<file path="config.mk">
export PLATFORM = sky130hd
export DESIGN_NAME = matrix_vector_multiply_mod
export DESIGN_NICKNAME = d
export VERILOG_FILES = /design/src/design/mvm_pkg.sv /design/src/design/matrix_vector_multiply_mod.sv
export SDC_FILE = /design/constraint.sdc
export NUM_CORES = 1
export LEC_CHECK = 0
export ABC_CLOCK_PERIOD_IN_PS = 15650
export BUFFER_PORTS_ARGS = -buffer_cell sky130_fd_sc_hd__clkbuf_2
export CAP_MARGIN = 20
export CORE_AREA = 2 2 169 171
export DETAILED_ROUTE_END_ITERATION = 8
export DIE_AREA = 0 0 171 173
export HOLD_SLACK_MARGIN = 0.02
export PLACE_DENSITY = 0.71
export SLEW_MARGIN = 25
export SYNTH_ARGS = -nofsm -noshare
export SYNTH_HDL_FRONTEND = slang
export SYNTH_SLANG_ARGS = --single-unit
</file>
<file path="constraint.sdc">
create_clock -name clk -period 15.65 [get_ports clk]
set_input_delay 3.13 -clock clk [delete_from_list [all_inputs] [get_ports clk]]
set_output_delay 3.13 -clock clk [all_outputs]
set_load 0.005 [all_outputs]
</file>
<file path="src/design/mvm_pkg.sv">
// Shared constants and types for the matrix-vector multiply modulo block.
// No dependencies; imported by matrix_vector_multiply_mod.
package mvm_pkg;

  localparam int MVM_DIM_DEF = 3;
  localparam int SYM_W       = 8;
  localparam int MOD_W       = 9;
  localparam int KEY_W       = 32;
  localparam int KEY_ROWS    = 4;
  localparam int PADDR_W     = 5;
  localparam int PDATA_W     = 32;

  localparam logic [MOD_W-1:0] MOD_RESET = 9'd26;

  typedef enum logic [2:0] {
    REG_MODULUS = 3'd0,
    REG_KEY0    = 3'd1,
    REG_KEY1    = 3'd2,
    REG_KEY2    = 3'd3,
    REG_KEY3    = 3'd4
  } reg_idx_t;

endpackage

</file>
<file path="src/design/matrix_vector_multiply_mod.sv">
// Top level of the Hill-style block transform: APB register file, symbol
// collection, bit-serial row products and radix-4 serial modular reduction.
// Depends on mvm_pkg.
//
//   Channel   Direction  Handshake          Payload
//   in_       input      in_valid/in_ready  in_symbol_value
//   out_      output     out_valid/out_ready out_result_value, out_last_of_block
//   cfg (APB) input      psel/penable/pready paddr, pwdata, prdata
//
// A symbol that does not complete a block is stored in the collection buffer.
// After the last symbol of a block, each row passes through the bit-serial
// multiply (S_MUL), the serial reduction (S_RED) and the output register
// (S_OUT); no new symbol is taken until the last row has been loaded.
// Reset is synchronous and active low; no clearing pass is needed.
// A full output register holds the engine until the result is taken.
module matrix_vector_multiply_mod
  import mvm_pkg::*;
#(
  parameter int DIM = MVM_DIM_DEF
) (
  input  logic               clk,
  input  logic               rst_n,
  input  logic               in_valid,
  output logic               in_ready,
  input  logic [SYM_W-1:0]   in_symbol_value,
  output logic               out_valid,
  input  logic               out_ready,
  output logic [SYM_W-1:0]   out_result_value,
  output logic               out_last_of_block,
  input  logic               psel,
  input  logic               penable,
  input  logic               pwrite,
  input  logic [PADDR_W-1:0] paddr,
  input  logic [PDATA_W-1:0] pwdata,
  output logic [PDATA_W-1:0] prdata,
  output logic               pready
);

  localparam int BUF_D     = (DIM > 1) ? DIM - 1 : 1;
  localparam int FILL_W    = (DIM > 1) ? $clog2(DIM) : 1;
  localparam int ROW_W     = (DIM > 1) ? $clog2(DIM) : 1;
  localparam int T_W       = SYM_W + $clog2(DIM);
  localparam int SUM_W     = 2 * SYM_W + $clog2(DIM);
  localparam int RED_STEPS = (SUM_W + 1) / 2;
  localparam int RED_W     = 2 * RED_STEPS;
  localparam int STEP_W    = $clog2(SYM_W + RED_STEPS);
  localparam int R4_W      = MOD_W + 2;

  typedef enum logic [1:0] {
    S_COLLECT,
    S_MUL,
    S_RED,
    S_OUT
  } state_t;

  state_t              state_r, state_nxt;
  logic [FILL_W-1:0]   fill_r, fill_nxt;
  logic [ROW_W-1:0]    row_r, row_nxt;
  logic [STEP_W-1:0]   step_r, step_nxt;
  logic [SYM_W-1:0]    buf_r [BUF_D];
  logic [SYM_W-1:0]    buf_nxt [BUF_D];
  logic [SYM_W-1:0]    sym_sh_r [DIM];
  logic [SYM_W-1:0]    sym_sh_nxt [DIM];
  logic [SUM_W-1:0]    acc_r, acc_nxt;
  logic [RED_W-1:0]    red_sh_r, red_sh_nxt;
  logic [MOD_W-1:0]    rem_r, rem_nxt;
  logic                out_valid_r, out_valid_nxt;
  logic [SYM_W-1:0]    out_value_r, out_value_nxt;
  logic                out_last_r, out_last_nxt;
  logic [MOD_W-1:0]    mod_r, mod_nxt;
  logic [KEY_W-1:0]    key0_r, key1_r, key2_r, key3_r;
  logic [KEY_W-1:0]    key0_nxt, key1_nxt, key2_nxt, key3_nxt;

  logic                cfg_we;
  reg_idx_t            cfg_idx;
  logic                in_acc;
  logic                out_load;
  logic                row_last;
  logic [KEY_W-1:0]    key_row;
  logic [T_W-1:0]      term;
  logic [R4_W-1:0]     r4, m1, m2, m3;

  assign cfg_we   = psel & penable & pwrite;
  assign cfg_idx  = reg_idx_t'(paddr[4:2]);
  assign pready   = 1'b1;
  assign in_ready = (state_r == S_COLLECT);
  assign in_acc   = in_valid & in_ready;
  assign out_load = (state_r == S_OUT) & (~out_valid_r | out_ready);
  assign row_last = (row_r == ROW_W'(DIM - 1));

  assign out_valid         = out_valid_r;
  assign out_result_value  = out_value_r;
  assign out_last_of_block = out_last_r;

  always_comb begin
    unique case (2'(row_r))
      2'd0:    key_row = key0_r;
      2'd1:    key_row = key1_r;
      2'd2:    key_row = key2_r;
      default: key_row = key3_r;
    endcase
  end

  always_comb begin
    case (cfg_idx)
      REG_MODULUS: prdata = PDATA_W'(mod_r);
      REG_KEY0:    prdata = key0_r;
      REG_KEY1:    prdata = key1_r;
      REG_KEY2:    prdata = key2_r;
      REG_KEY3:    prdata = key3_r;
      default:     prdata = '0;
    endcase
  end

  always_comb begin
    term = '0;
    for (int j = 0; j < DIM; j++) begin
      if (sym_sh_r[j][SYM_W-1]) begin
        term = term + T_W'(key_row[8*j +: 8]);
      end
    end
  end

  assign r4 = {rem_r, red_sh_r[RED_W-1 -: 2]};
  assign m1 = R4_W'(mod_r);
  assign m2 = {1'b0, mod_r, 1'b0};
  assign m3 = m1 + m2;

  always_comb begin
    state_nxt     = state_r;
    fill_nxt      = fill_r;
    row_nxt       = row_r;
    step_nxt      = step_r;
    buf_nxt       = buf_r;
    sym_sh_nxt    = sym_sh_r;
    acc_nxt       = acc_r;
    red_sh_nxt    = red_sh_r;
    rem_nxt       = rem_r;
    out_value_nxt = out_value_r;
    out_last_nxt  = out_last_r;
    out_valid_nxt = out_valid_r & ~out_ready;
    mod_nxt       = mod_r;
    key0_nxt      = key0_r;
    key1_nxt      = key1_r;
    key2_nxt      = key2_r;
    key3_nxt      = key3_r;

    if (cfg_we) begin
      case (cfg_idx)
        REG_MODULUS: mod_nxt  = pwdata[MOD_W-1:0];
        REG_KEY0:    key0_nxt = pwdata;
        REG_KEY1:    key1_nxt = pwdata;
        REG_KEY2:    key2_nxt = pwdata;
        REG_KEY3:    key3_nxt = pwdata;
        default:     ;
      endcase
    end

    unique case (state_r)
      S_COLLECT: begin
        if (in_acc) begin
          if (fill_r == FILL_W'(DIM - 1)) begin
            for (int j = 0; j < DIM - 1; j++) begin
              sym_sh_nxt[j] = buf_r[j];
            end
            sym_sh_nxt[DIM-1] = in_symbol_value;
            fill_nxt  = '0;
            row_nxt   = '0;
            step_nxt  = '0;
            acc_nxt   = '0;
            state_nxt = S_MUL;
          end else begin
            for (int j = 0; j < BUF_D; j++) begin
              if (fill_r == FILL_W'(j)) begin
                buf_nxt[j] = in_symbol_value;
              end
            end
            fill_nxt = fill_r + 1'b1;
          end
        end
      end
      S_MUL: begin
        for (int j = 0; j < DIM; j++) begin
          sym_sh_nxt[j] = {sym_sh_r[j][SYM_W-2:0], sym_sh_r[j][SYM_W-1]};
        end
        acc_nxt = {acc_r[SUM_W-2:0], 1'b0} + SUM_W'(term);
        if (step_r == STEP_W'(SYM_W - 1)) begin
          red_sh_nxt = RED_W'(acc_nxt);
          rem_nxt    = '0;
          step_nxt   = '0;
          state_nxt  = S_RED;
        end else begin
          step_nxt = step_r + 1'b1;
        end
      end
      S_RED: begin
        red_sh_nxt = {red_sh_r[RED_W-3:0], 2'b00};
        if (r4 >= m3) begin
          rem_nxt = MOD_W'(r4 - m3);
        end else if (r4 >= m2) begin
          rem_nxt = MOD_W'(r4 - m2);
        end else if (r4 >= m1) begin
          rem_nxt = MOD_W'(r4 - m1);
        end else begin
          rem_nxt = MOD_W'(r4);
        end
        if (step_r == STEP_W'(RED_STEPS - 1)) begin
          state_nxt = S_OUT;
        end else begin
          step_nxt = step_r + 1'b1;
        end
      end
      S_OUT: begin
        if (out_load) begin
          out_valid_nxt = 1'b1;
          out_value_nxt = (mod_r == '0) ? acc_r[SYM_W-1:0] : rem_r[SYM_W-1:0];
          out_last_nxt  = row_last;
          step_nxt      = '0;
          acc_nxt       = '0;
          if (row_last) begin
            state_nxt = S_COLLECT;
          end else begin
            row_nxt   = row_r + 1'b1;
            state_nxt = S_MUL;
          end
        end
      end
      default: state_nxt = S_COLLECT;
    endcase
  end

  always_ff @(posedge clk) begin
    if (!rst_n) begin
      state_r     <= S_COLLECT;
      fill_r      <= '0;
      row_r       <= '0;
      step_r      <= '0;
      out_valid_r <= 1'b0;
      mod_r       <= MOD_RESET;
      key0_r      <= '0;
      key1_r      <= '0;
      key2_r      <= '0;
      key3_r      <= '0;
    end else begin
      state_r     <= state_nxt;
      fill_r      <= fill_nxt;
      row_r       <= row_nxt;
      step_r      <= step_nxt;
      out_valid_r <= out_valid_nxt;
      mod_r       <= mod_nxt;
      key0_r      <= key0_nxt;
      key1_r      <= key1_nxt;
      key2_r      <= key2_nxt;
      key3_r      <= key3_nxt;
    end
    buf_r       <= buf_nxt;
    sym_sh_r    <= sym_sh_nxt;
    acc_r       <= acc_nxt;
    red_sh_r    <= red_sh_nxt;
    rem_r       <= rem_nxt;
    out_value_r <= out_value_nxt;
    out_last_r  <= out_last_nxt;
  end

  a_fill_range: assert property (@(posedge clk) disable iff (!rst_n)
    fill_r <= FILL_W'(DIM - 1))
    else $error("Symbol fill count beyond block size.");

  a_block_start: assert property (@(posedge clk) disable iff (!rst_n)
    (in_acc && fill_r == FILL_W'(DIM - 1)) |=> (state_r == S_MUL && row_r == '0))
    else $error("Completed block did not start the row products.");

  a_rem_bound: assert property (@(posedge clk) disable iff (!rst_n)
    (state_r == S_RED && mod_r != '0) |-> (rem_r < mod_r))
    else $error("Partial remainder not below modulus.");

  a_block_end: assert property (@(posedge clk) disable iff (!rst_n)
    (out_load && row_last) |=> (state_r == S_COLLECT && fill_r == '0 && out_last_r))
    else $error("Last row did not close the block.");

endmodule
</file>
==> results of run 1 <==
==> per-layer routing <==
metal | track usage (%) | wire (microns) | share of wire (%)
met1 | 32.59 | 15820 | 44
met2 | 38.59 | 16230 | 46
met3 | 4.120 | 2703 | 7.6
met4 | 6.356 | 814 | 2.3
met5 | 0 | 0 | 0
==> critical path: stages <==
cell and delay [ps]:
clkbuf_2 450, nor2b_1 780, nor2b_2 260, buf_4 360
a22oi_1 150, nand2_1 140, clkbuf_2 130
==> final cells by class <==
type                            instances  area [sq um]
Fill cell                            2499         12240
Multi-Input combinational cell       1128          7537
Sequential cell                       242          5776
Clock buffer                           42         740.7
Timing Repair Buffer                  116         643.1
Tap cell                              378         473.0
Inverter                               50         187.7
Clock inverter                          4         30.03
Antenna cell                            1         2.502
==> how the worst max path moves through the flow <==
stage                       endpoint  cells after the start  slack, ps     start
after floorplan           prdata[12]                      7       8250  paddr[4]
after global placement    prdata[17]                      7       7170  paddr[3]
after detailed placement  prdata[17]                      7       7150  paddr[3]
after CTS                 prdata[17]                      7       7130  paddr[3]
after global routing      prdata[17]                      7       6990  paddr[3]
final                     prdata[17]                      7       7080  paddr[3]
==> kinds of logic (layout without fill, tap and decap cells) <==
group,Yosys count,count (layout),share of synthesized area [%]
and+or+nand+nor,515,515,16.00
other,1,2,0.02723
buffers and inverters,132,212,3.744
DFF,242,242,41.94
AOI/OAI and AO/OA,390,390,20.06
muxes,93,93,7.369
adders and majority gates,83,83,7.924
xor gates and xnor gates,46,46,2.926
==> stage by stage <==
step / area, sq um / utilization [%] / hold slack [ps]
2_1_floorplan: 13770 / - / 434.7
3_3_place_gp: 14600 / 52.85 / 440.4
3_5_place_dp: 14620 / 52.90 / 445.1
4_1_cts: 15390 / 55.69 / 453.2
5_1_grt: 15390 / 55.69 / 480.5
6_report: 15390 / 55.70 / 452.4
==> power by group through the flow <==
stage / clock (mW) / sequential (mW) / combinational [mW]
after floorplan: 0 / 0.788 / 0.332
after global placement: 0 / 0.804 / 0.428
after detailed placement: 0 / 0.807 / 0.439
after CTS: 0.578 / 0.794 / 0.441
after global routing: 0.605 / 0.800 / 0.488
final: 0.568 / 0.794 / 0.442
==> cells in the final DEF, fill, tap and decap left out, types with 5 or more instances in the layout <==
cell type  instances
nand2_1          345
dfxtp_1          149
a21boi_1         137
edfxtp_1          93
clkbuf_2          91
ha_1              76
nor2_1            62
mux2_2            50
a22oi_1           50
inv_1             48
a21oi_1           48
mux2i_1           37
o21ai_0           26
clkbuf_16         26
buf_4             25
xnor2_1           24
a222oi_1          23
o21ai_1           23
nor2b_1           22
xor2_1            22
and2_1            18
o21a_1            13
clkbuf_1          13
nand3_1           11
a21o_1            10
o22ai_1            9
nor3_1             9
a31oi_1            7
nand4_1            7
o211ai_1           7
fa_1               7
a211oi_1           6
a211o_1            5
nand2b_1           5
==> flip-flops by register name (all words and copies together) (netlist names) <==
name and count:
key0_r 32, rem_r 9, key1_r 32, acc_r 17, key3_r 32, mod_r 9
fill_r 2, sym_sh_r 24, buf_r 16, out_result_value 8, out_last_of_block 1, step_r 5
out_valid 1, red_sh_r 18, key2_r 32, state_r 2, row_r 2
==> impl_results.md, run 1 <==
- Hold depth: 2
- Post-synth EDFFs: 93
- Final hold vios: 0
- Status: complete, no violations
- Total power: 1.804 mW
- Synth-to-layout area growth: 11.77%
- Crit path kind: input port to output pin
- Post_cts resized: 0
- Fmax: 0.1167 GHz
- Final Max Slew Viols: 0
- Syn Nets: 1637
- Setup slack after layout: 7083 ps
- Die area: 29580 sq um
- RD Place Congestion: 0.9238
- Final Skew: 28.86 ps
- Hold Path Class: flop to flop
- Post-CTS Hold Buffers: 0
- Clk Latency, worst-skew pair: 550 ps
- Maximum Capacitance Violations: 0
- Final wirelength: 35570 microns
- Non-filler cells in the finished layout: 1961
- RSZ-0062 raised after global routing: no
- Count of state elements after synthesis: 242
- Reg power frac: 44.0%
- Post-route minimum period: 8567 ps
- Worst VDD drop: 0.09455 mV
- Post-CTS Setup Inserts: 0
- Clock slew at reported path FFs: 60 ps
- Most frequent cell after synthesis: nand2_1
- Slew headroom: 39.33%
- Die H: 173 microns
- Largest net degree at the start of global routing: 92
- Num CTS Buffers: 26
- Die width: 171 microns
- Vias after detailed routing: 11170
- Clock power frac: 31.5%
- Via-to-Cell Ratio: 5.694
- # rows: 61
- Clk buf depth: 3
- Area leader, netlist: dfxtp_1
- Cells after Synth: 1502
- FF-to-FF End: red_sh_r[16]$_DFFE_PP_
- Post-synth top cells: 345 x nand2_1, 149 x dfxtp_1, 137 x a21boi_1
- R2R Setup Slk: 9250 ps
- Post-synth top area share: 21.66%
- Worst path required time: 12520 ps
- Pwr dens: 117.2 nW/um^2
- Net Sw Frac: 30.34%
- R2R Path Start: row_r[0]$_SDFFE_PN0P_
- Avg Synthesized Cell Area: 9.167 sq um
- Startpoint Class: input port
- Register-to-Register Path Depth: 25
- Initial antenna violation count: 1
- Worst slack, placed: 7151 ps
- Drt pass-1 iters: 7
- Setup tns final: 0 ps
- Post-synthesis cell area: 13770 sq um
- Actual slew at the worst max-slew pin: 906.7 ps
- Ys flop type: dfxtp_1
- Seq/Total Area, Yosys: 41.94%
- Post-route antenna net violation count: 0
- Initial DRC count: 881
- WL per Instance: 18.14 microns
- Critical Path Fanout Max: 26
- # DRC: 0
- Hold wc startpoint: key0_r[31]$_SDFFE_PN0P_
- First-pass GRT wire length: 56740 microns
- Netlist cell types: 66
- Initial core utilization: 49.84%
- Total track usage: 23.73%
- Vias in the first global route: 10750
- Final Cycle Share: 54.74%
- NetSw: 0.5473 mW
- Core ar.: 27630 sq um
- Placed Instances: 1914
- Root Buffer Master: clkbuf_16
- H-tree levels: 1
- Final setup vio count: 0
- Worst hold endpoint: key0_r[31]$_SDFFE_PN0P_
- Comb power frac: 24.5%
- Final-stage net count: 1699
- Yosys warning total: 0
- Int Pwr: 1.257 mW
- Grt total ovfl: 0
- Leakage: 5.776 nW
- TritonCTS clock tree: done
- Io pins: 96
- Fraction of layout cells with a size suffix above 1: 13.84%
- Number of port buffers: 92
- CP arrival: 5440 ps
- Post-synth ARST share: 0%
- Area contributors post-synth: dfxtp_1 22%, edfxtp_1 20%, nand2_1 9.4%
- HPWL after DPL: 24020 microns
- Sink Count: 242
- Worst setup EP type: output pin
Power figures use the tool's default switching activity.
==> run 2, diff against run 1 <==
--- a/config.mk
+++ b/config.mk
@@ -5,14 +5,14 @@
 export SDC_FILE = /design/constraint.sdc
 export NUM_CORES = 1
 export LEC_CHECK = 0
-export ABC_CLOCK_PERIOD_IN_PS = 15650
+export ABC_CLOCK_PERIOD_IN_PS = 7800
 export BUFFER_PORTS_ARGS = -buffer_cell sky130_fd_sc_hd__clkbuf_2
 export CAP_MARGIN = 20
 export CORE_AREA = 2 2 169 171
 export DETAILED_ROUTE_END_ITERATION = 8
 export DIE_AREA = 0 0 171 173
 export HOLD_SLACK_MARGIN = 0.02
-export PLACE_DENSITY = 0.71
+export PLACE_DENSITY = 0.73
 export SLEW_MARGIN = 25
 export SYNTH_ARGS = -nofsm -noshare
 export SYNTH_HDL_FRONTEND = slang
==> constraint.sdc (replaced) <==
create_clock -name clk -period 7.8 [get_ports clk]
set_input_delay 1.56 -clock clk [delete_from_list [all_inputs] [get_ports clk]]
set_output_delay 1.56 -clock clk [all_outputs]
set_load 0.005 [all_outputs]
==> impl_results.md, run 2 (synthesis gave the netlist of run 1 again) <==
- RD Place Congestion: 0.9184 (-0.58%)
- Antenna cells: 0 (-1)
- Sink Count: 242 (unchanged)
- Worst path required time: 8080 ps (-4440 ps)
- WL per Instance: 18.20 microns (+0.34%)
- Final Max Slew Viols: 0 (unchanged)
- R2R Path Start: row_r[1]$_SDFFE_PN0P_
- Post-route antenna net violation count: 0 (unchanged)
- Root Buffer Master: clkbuf_16
- Post-route minimum period: 6529 ps
- Worst VDD drop: 0.1877 mV (+98%)
- Placed standard-cell area: 14600 sq um (-0.13%)
- H-tree levels: 1 (unchanged)
- Pwr dens: 239.8 nW/um^2 (+100%)
- Met2 wire len: 16340 microns (+0.68%)
- Clock slew at reported path FFs: 60 ps (about the same)
- Post-CTS Hold Buffers: 0 (unchanged)
- Total power: 3.705 mW (+110%)
- Clk Latency, worst-skew pair: 530 ps (-20 ps)
- FF-to-FF End: red_sh_r[14]$_DFFE_PP_
- Core ar.: 27630 sq um (unchanged)
- Area of the multi-input gates: 7518 sq um (-0.25%)
- M1 WL: 15690 microns (-0.85%)
- Final hold vios: 0 (unchanged)
- RSZ-0062 raised after global routing: no
- Synth-to-layout area growth: 12.21%
- Post-CTS Setup Inserts: 0 (unchanged)
- Vias after detailed routing: 11320 (+1.4%)
- Slew headroom: 32.69% (-6.6 points)
- First-pass GRT wire length: 57570 microns (+1.5%)
- Final Cycle Share: 83.71%
- Drt pass-1 iters: 9 (+2)
- Die area: 29580 sq um (unchanged)
- Die H: 173 microns (unchanged)
- Number of port buffers: 92 (unchanged)
- Wire length on met3: 2512 microns (-7.1%)
- # rows: 61 (unchanged)
- Fillers: 2476 (-0.92%)
- Status: complete, no violations
- Post_cts resized: 0 (unchanged)
- Most common cell after layout, fill and taps aside: nand2_1
- Worst setup EP type: flop
- Grt total ovfl: 0 (unchanged)
- Non-filler cells in the finished layout: 1962 (+0.051%)
- Fraction of layout cells with a size suffix above 1: 14.20% (+0.36 points)
- Total track usage: 24.11% (+0.38 points)
- Initial antenna violation count: 0 (-1)
- Final wirelength: 35710 microns (+0.39%)
- Final Skew: 12.38 ps (-16.48 ps)
- Placed Instances: 1914 (unchanged)
- CP arrival: 6810 ps (+1370 ps)
- Die width: 171 microns (unchanged)
- Initial core utilization: 49.84% (unchanged)
- Num CTS Buffers: 26 (unchanged)
- Critical Path Fanout Max: 17 (-35%)
- Uppermost layer routed: met4
- Final setup vio count: 0 (unchanged)
- Final Cell Area: 15450 sq um (+0.40%)
- Actual slew at the worst max-slew pin: 1008 ps (+100.9 ps)
- Crit path kind: flop to flop
- Largest net degree at the start of global routing: 113 (+23%)
- Final-stage net count: 1699 (unchanged)
- Via-to-Cell Ratio: 5.768 (+1.3%)
- Setup tns final: 0 ps (unchanged)
- R2R Setup Slk: 1270 ps (-7980 ps)
- TritonCTS clock tree: done
- # DRC: 0 (unchanged)
- Io pins: 96 (unchanged)
- Crit path from: row_r[1]$_SDFFE_PN0P_
- Fmax: 0.1532 GHz
- Vias in the first global route: 11070 (+3.0%)
- Final hold slack: 451.8 ps (-0.6480 ps)
- Register area: 5776 sq um (unchanged)
- Startpoint Class: flop
- Leakage: 5.816 nW (+0.69%)
- Commonest cells after routing, fill and taps aside: 345 x nand2_1, 149 x dfxtp_1, 137 x a21boi_1
- Register-to-Register Path Depth: 23 (-8.0%)
- Hold Path Class: flop to flop
- Clk buf depth: 3 (unchanged)
- HPWL after DPL: 23890 microns (-0.54%)
- CP endpoint: red_sh_r[14]$_DFFE_PP_
- Initial DRC count: 917 (+4.1%)
- Maximum Capacitance Violations: 0 (unchanged)
-- run 2: changes by cell type in the layout (fill, tap and decap cells not counted), sizes merged --
cell and change:
clkbuf -1, bufinv +1, inv +1, diode -1, clkinv +1
-- run 2: critical path, stage by stage (launching register included) --
cell	delay [ps]
dfxtp_1	410
ha_1	640
buf_4	420
mux2i_1	300
ha_1	320
nor2b_1	150
o21ai_1	170
a21boi_1	130
o21ai_0	190
or3b_1	360
a31oi_1	250
inv_1	80
ha_1	230
o41ai_1	570
xnor2_1	120
mux2_2	300
ha_1	350
a21o_1	190
nand2_1	70
a21oi_1	60
a31oi_1	420
nor2_1	120
xor2_1	160
mux2_2	270
-- run 2: how the worst min path moves through the flow --
stage / cells after the start / endpoint / slack (ps) / start
2_1_floorplan: 2 / key1_r[24]$_SDFFE_PN0P_ / 430 / key1_r[24]$_SDFFE_PN0P_
3_3_place_gp: 2 / key2_r[30]$_SDFFE_PN0P_ / 440 / key2_r[30]$_SDFFE_PN0P_
3_5_place_dp: 2 / key1_r[28]$_SDFFE_PN0P_ / 450 / key1_r[28]$_SDFFE_PN0P_
4_1_cts: 2 / key2_r[27]$_SDFFE_PN0P_ / 450 / key2_r[27]$_SDFFE_PN0P_
5_1_grt: 2 / key1_r[31]$_SDFFE_PN0P_ / 470 / key1_r[31]$_SDFFE_PN0P_
6_report: 2 / key2_r[27]$_SDFFE_PN0P_ / 450 / key2_r[27]$_SDFFE_PN0P_
-- run 2: routing by layer --
metal	global-route usage (%)	vias up
met2	38.51	389
met4	8.475	0
met1	32.94	5357
li1	-	5482
met5	0	-
met3	4.097	89
-- run 2: power by group --
group,internal (mW),leakage (nW),switching (mW)
clock,0.728,0.421,0.500
combinational,0.367,3.34,0.519
sequential,1.50,2.06,0.0874
-- run 2: layout make-up --
class | instances | area share (%)
clock buffers | 41 | 5.118
clock inverters | 7 | 0.4049
inverters | 50 | 1.215
multi-input cells | 1128 | 48.66
flip-flops and latches | 242 | 37.38
well taps | 378 | 3.061
repair buffers | 116 | 4.162
-- run 2: through the flow --
step,worst slack [ps],util [%]
2_1_floorplan,2070,-
3_3_place_gp,1568,52.83
3_5_place_dp,1442,52.83
4_1_cts,1388,55.92
5_1_grt,829.7,55.92
6_report,1271,55.92
==> run 3, diff against run 2 <==
--- a/config.mk
+++ b/config.mk
@@ -5,7 +5,7 @@
 export SDC_FILE = /design/constraint.sdc
 export NUM_CORES = 1
 export LEC_CHECK = 0
-export ABC_CLOCK_PERIOD_IN_PS = 7800
+export ABC_CLOCK_PERIOD_IN_PS = 5470
 export BUFFER_PORTS_ARGS = -buffer_cell sky130_fd_sc_hd__clkbuf_2
 export CAP_MARGIN = 20
 export CORE_AREA = 2 2 169 171
==> constraint.sdc (replaced) <==
create_clock -name clk -period 5.47 [get_ports clk]
set_input_delay 1.094 -clock clk [delete_from_list [all_inputs] [get_ports clk]]
set_output_delay 1.094 -clock clk [all_outputs]
set_load 0.005 [all_outputs]
==> impl_results.md, run 3 (synthesis gave the netlist of run 1 again) <==
- Critical path's slowest cell: o41a_1
- Drt pass-1 iters: 9 (unchanged)
- TritonCTS clock tree: done
- Number of port buffers: 92 (unchanged)
- FF-to-FF End: red_sh_r[13]$_DFFE_PP_
- GR Util met3: 4.051% (-0.046 points)
- Die H: 173 microns (unchanged)
- Crit path kind: flop to flop
- Synth-to-layout area growth: 19.51%
- R2R Setup Slk: -210 ps (-1480 ps)
- Met1 global-route usage: 33.87% (+0.93 points)
- Startpoint Class: flop
- Maximum Capacitance Violations: 0 (unchanged)
- RD Place Congestion: 0.9041 (-1.6%)
- Io pins: 96 (unchanged)
- Fmax: 0.1759 GHz (+15%)
- Pwr dens: 337.3 nW/um^2 (+41%)
- Failing checks: negative setup slack
- CP arrival: 5980 ps (-830 ps)
- Final Max Slew Viols: 0 (unchanged)
- Num CTS Buffers: 27 (+3.8%)
- Total track usage: 25.18% (+1.1 points)
- RSZ-0062 raised after global routing: yes
- Placed standard-cell area: 15070 sq um (+3.2%)
- Placed Instances: 1974 (+3.1%)
- Buf/Inv on CP: 4 (+2)
- Final hold vios: 0 (unchanged)
- Initial DRC count: 1034 (+13%)
- Worst VDD drop: 0.2535 mV (+35%)
- Final-stage net count: 1772 (+4.3%)
- Largest net degree at the start of global routing: 86 (-24%)
- Setup slack after layout: -214.1 ps (-1485 ps)
- Fraction of layout cells with a size suffix above 1: 20.81% (+6.6 points)
- Final setup vio count: 7 (+7)
- Top delay family on crit path: compound AO/OA/AOI/OAI gates
- R2R Path Start: row_r[1]$_SDFFE_PN0P_
- Register-to-Register Path Depth: 25 (+8.7%)
- Sink Count: 242 (unchanged)
- Leakage: 6.270 nW (+7.8%)
- Status: finished with violations
- Final wirelength: 38260 microns (+7.2%)
- Final Cycle Share: 103.9% (+20 points)
- Slew headroom: 29.76% (-2.9 points)
- Antenna cells: 0 (unchanged)
- H-tree levels: 1 (unchanged)
- Via-to-Cell Ratio: 5.813 (+0.78%)
- WL per Instance: 18.79 microns (+3.3%)
- Slowest stage delay, CP: 400 ps (-240 ps)
- Post-route antenna net violation count: 0 (unchanged)
- Vias in the first global route: 11520 (+4.1%)
- Clock slew at reported path FFs: 60 ps (about the same)
- Hold wc startpoint: key2_r[24]$_SDFFE_PN0P_
- Worst setup EP type: flop
- Hold depth: 2 (unchanged)
- Non-filler cells in the finished layout: 2036 (+3.8%)
- Die width: 171 microns (unchanged)
- Worst hold endpoint: key2_r[24]$_SDFFE_PN0P_
- GRT busiest layer: met2
- Initial core utilization: 49.84% (unchanged)
- Most common cell after layout, fill and taps aside: nand2_1
- Hold Path Class: flop to flop
- Post-route minimum period: 5684 ps (-845.4 ps)
- First-pass GRT wire length: 60180 microns (+4.5%)
- Critical Path Fanout Max: 11 (-6)
- Core ar.: 27630 sq um (unchanged)
- Final hold slack: 452.2 ps (+0.4380 ps)
- Final Cell Area: 16460 sq um (+6.5%)
- Initial antenna violation count: 0 (unchanged)
- Root Buffer Master: clkbuf_16
- Worst slack, placed: -248.1 ps (-1690 ps)
- # DRC: 0 (unchanged)
- Vias after detailed routing: 11840 (+4.6%)
- Global Route met2 Usage: 41.25% (+2.7 points)
- HPWL after DPL: 25150 microns (+5.3%)
- Actual slew at the worst max-slew pin: 1045 ps (+37.27 ps)
- Commonest cells after routing, fill and taps aside: 344 x nand2_1, 147 x dfxtp_1, 137 x a21boi_1
- Worst path required time: 5760 ps (-2320 ps)
- Die area: 29580 sq um (unchanged)
- Grt total ovfl: 0 (unchanged)
- Clk buf depth: 3 (unchanged)
- Clk Latency, worst-skew pair: 560 ps (+30 ps)
- # rows: 61 (unchanged)
- Final Skew: 27.44 ps (+15.06 ps)
run 3: area by class of cell:
class                           instances  area, sq um
Fill cell                            2363        11170
Multi-Input combinational cell       1128         7883
Sequential cell                       242         5783
Timing Repair Buffer                  188         1202
Clock buffer                           31        690.7
Tap cell                              378        473.0
Clock inverter                         19        229.0
Inverter                               50        195.2
run 3: through the flow:
stage / TNS (ps) / power [mW] / util, %
3_5_place_dp: -1959 / 3.624 / 54.55
3_3_place_gp: -1215 / 3.581 / 54.53
6_report: -776.1 / 5.550 / 59.56
5_1_grt: -3477 / 5.788 / 59.56
2_1_floorplan: 0 / 3.206 / -
4_1_cts: 0 / 5.518 / 58.55
run 3: worst min-delay path, stage by stage, from the launching register on:
cell and delay, ps:
dfxtp_1 310, nand2_1 50, a21boi_1 50
run 3: worst max-delay path by stage:
stage	start	endpoint	slack [ps]	cells past startpoint
after floorplan	row_r[0]$_SDFFE_PN0P_	red_sh_r[16]$_DFFE_PP_	10	26
after detailed placement	row_r[0]$_SDFFE_PN0P_	red_sh_r[14]$_DFFE_PP_	-250	25
after global placement	row_r[0]$_SDFFE_PN0P_	red_sh_r[16]$_DFFE_PP_	-190	26
final	row_r[1]$_SDFFE_PN0P_	red_sh_r[13]$_DFFE_PP_	-210	25
after CTS	row_r[1]$_SDFFE_PN0P_	red_sh_r[11]$_DFFE_PP_	2	28
after global routing	row_r[1]$_SDFFE_PN0P_	red_sh_r[13]$_DFFE_PP_	-390	26
run 3: metal layers:
layer	up-vias	wire length, microns
li1	5619	-
met1	5671	15960
met2	459	18130
met3	86	2889
met4	0	1280
met5	-	0
run 3: what timing repair did:
action                                  4_1_cts  5_1_grt
hold buffers                                  0        0
gates cloned                                  0        0
buffers inserted                              8        6
pin swaps                                    15       29
endpoints found under the setup margin       15       21
resized for setup                            20       57
run 3: report_power, final:
group	switching [mW]	internal [mW]	leakage (nW)	total (mW)
sequential	0.140	2.15	2.06	2.29
clock	0.754	1.14	0.440	1.90
combinational	0.787	0.580	3.77	1.37
total	1.68	3.87	6.27	5.55
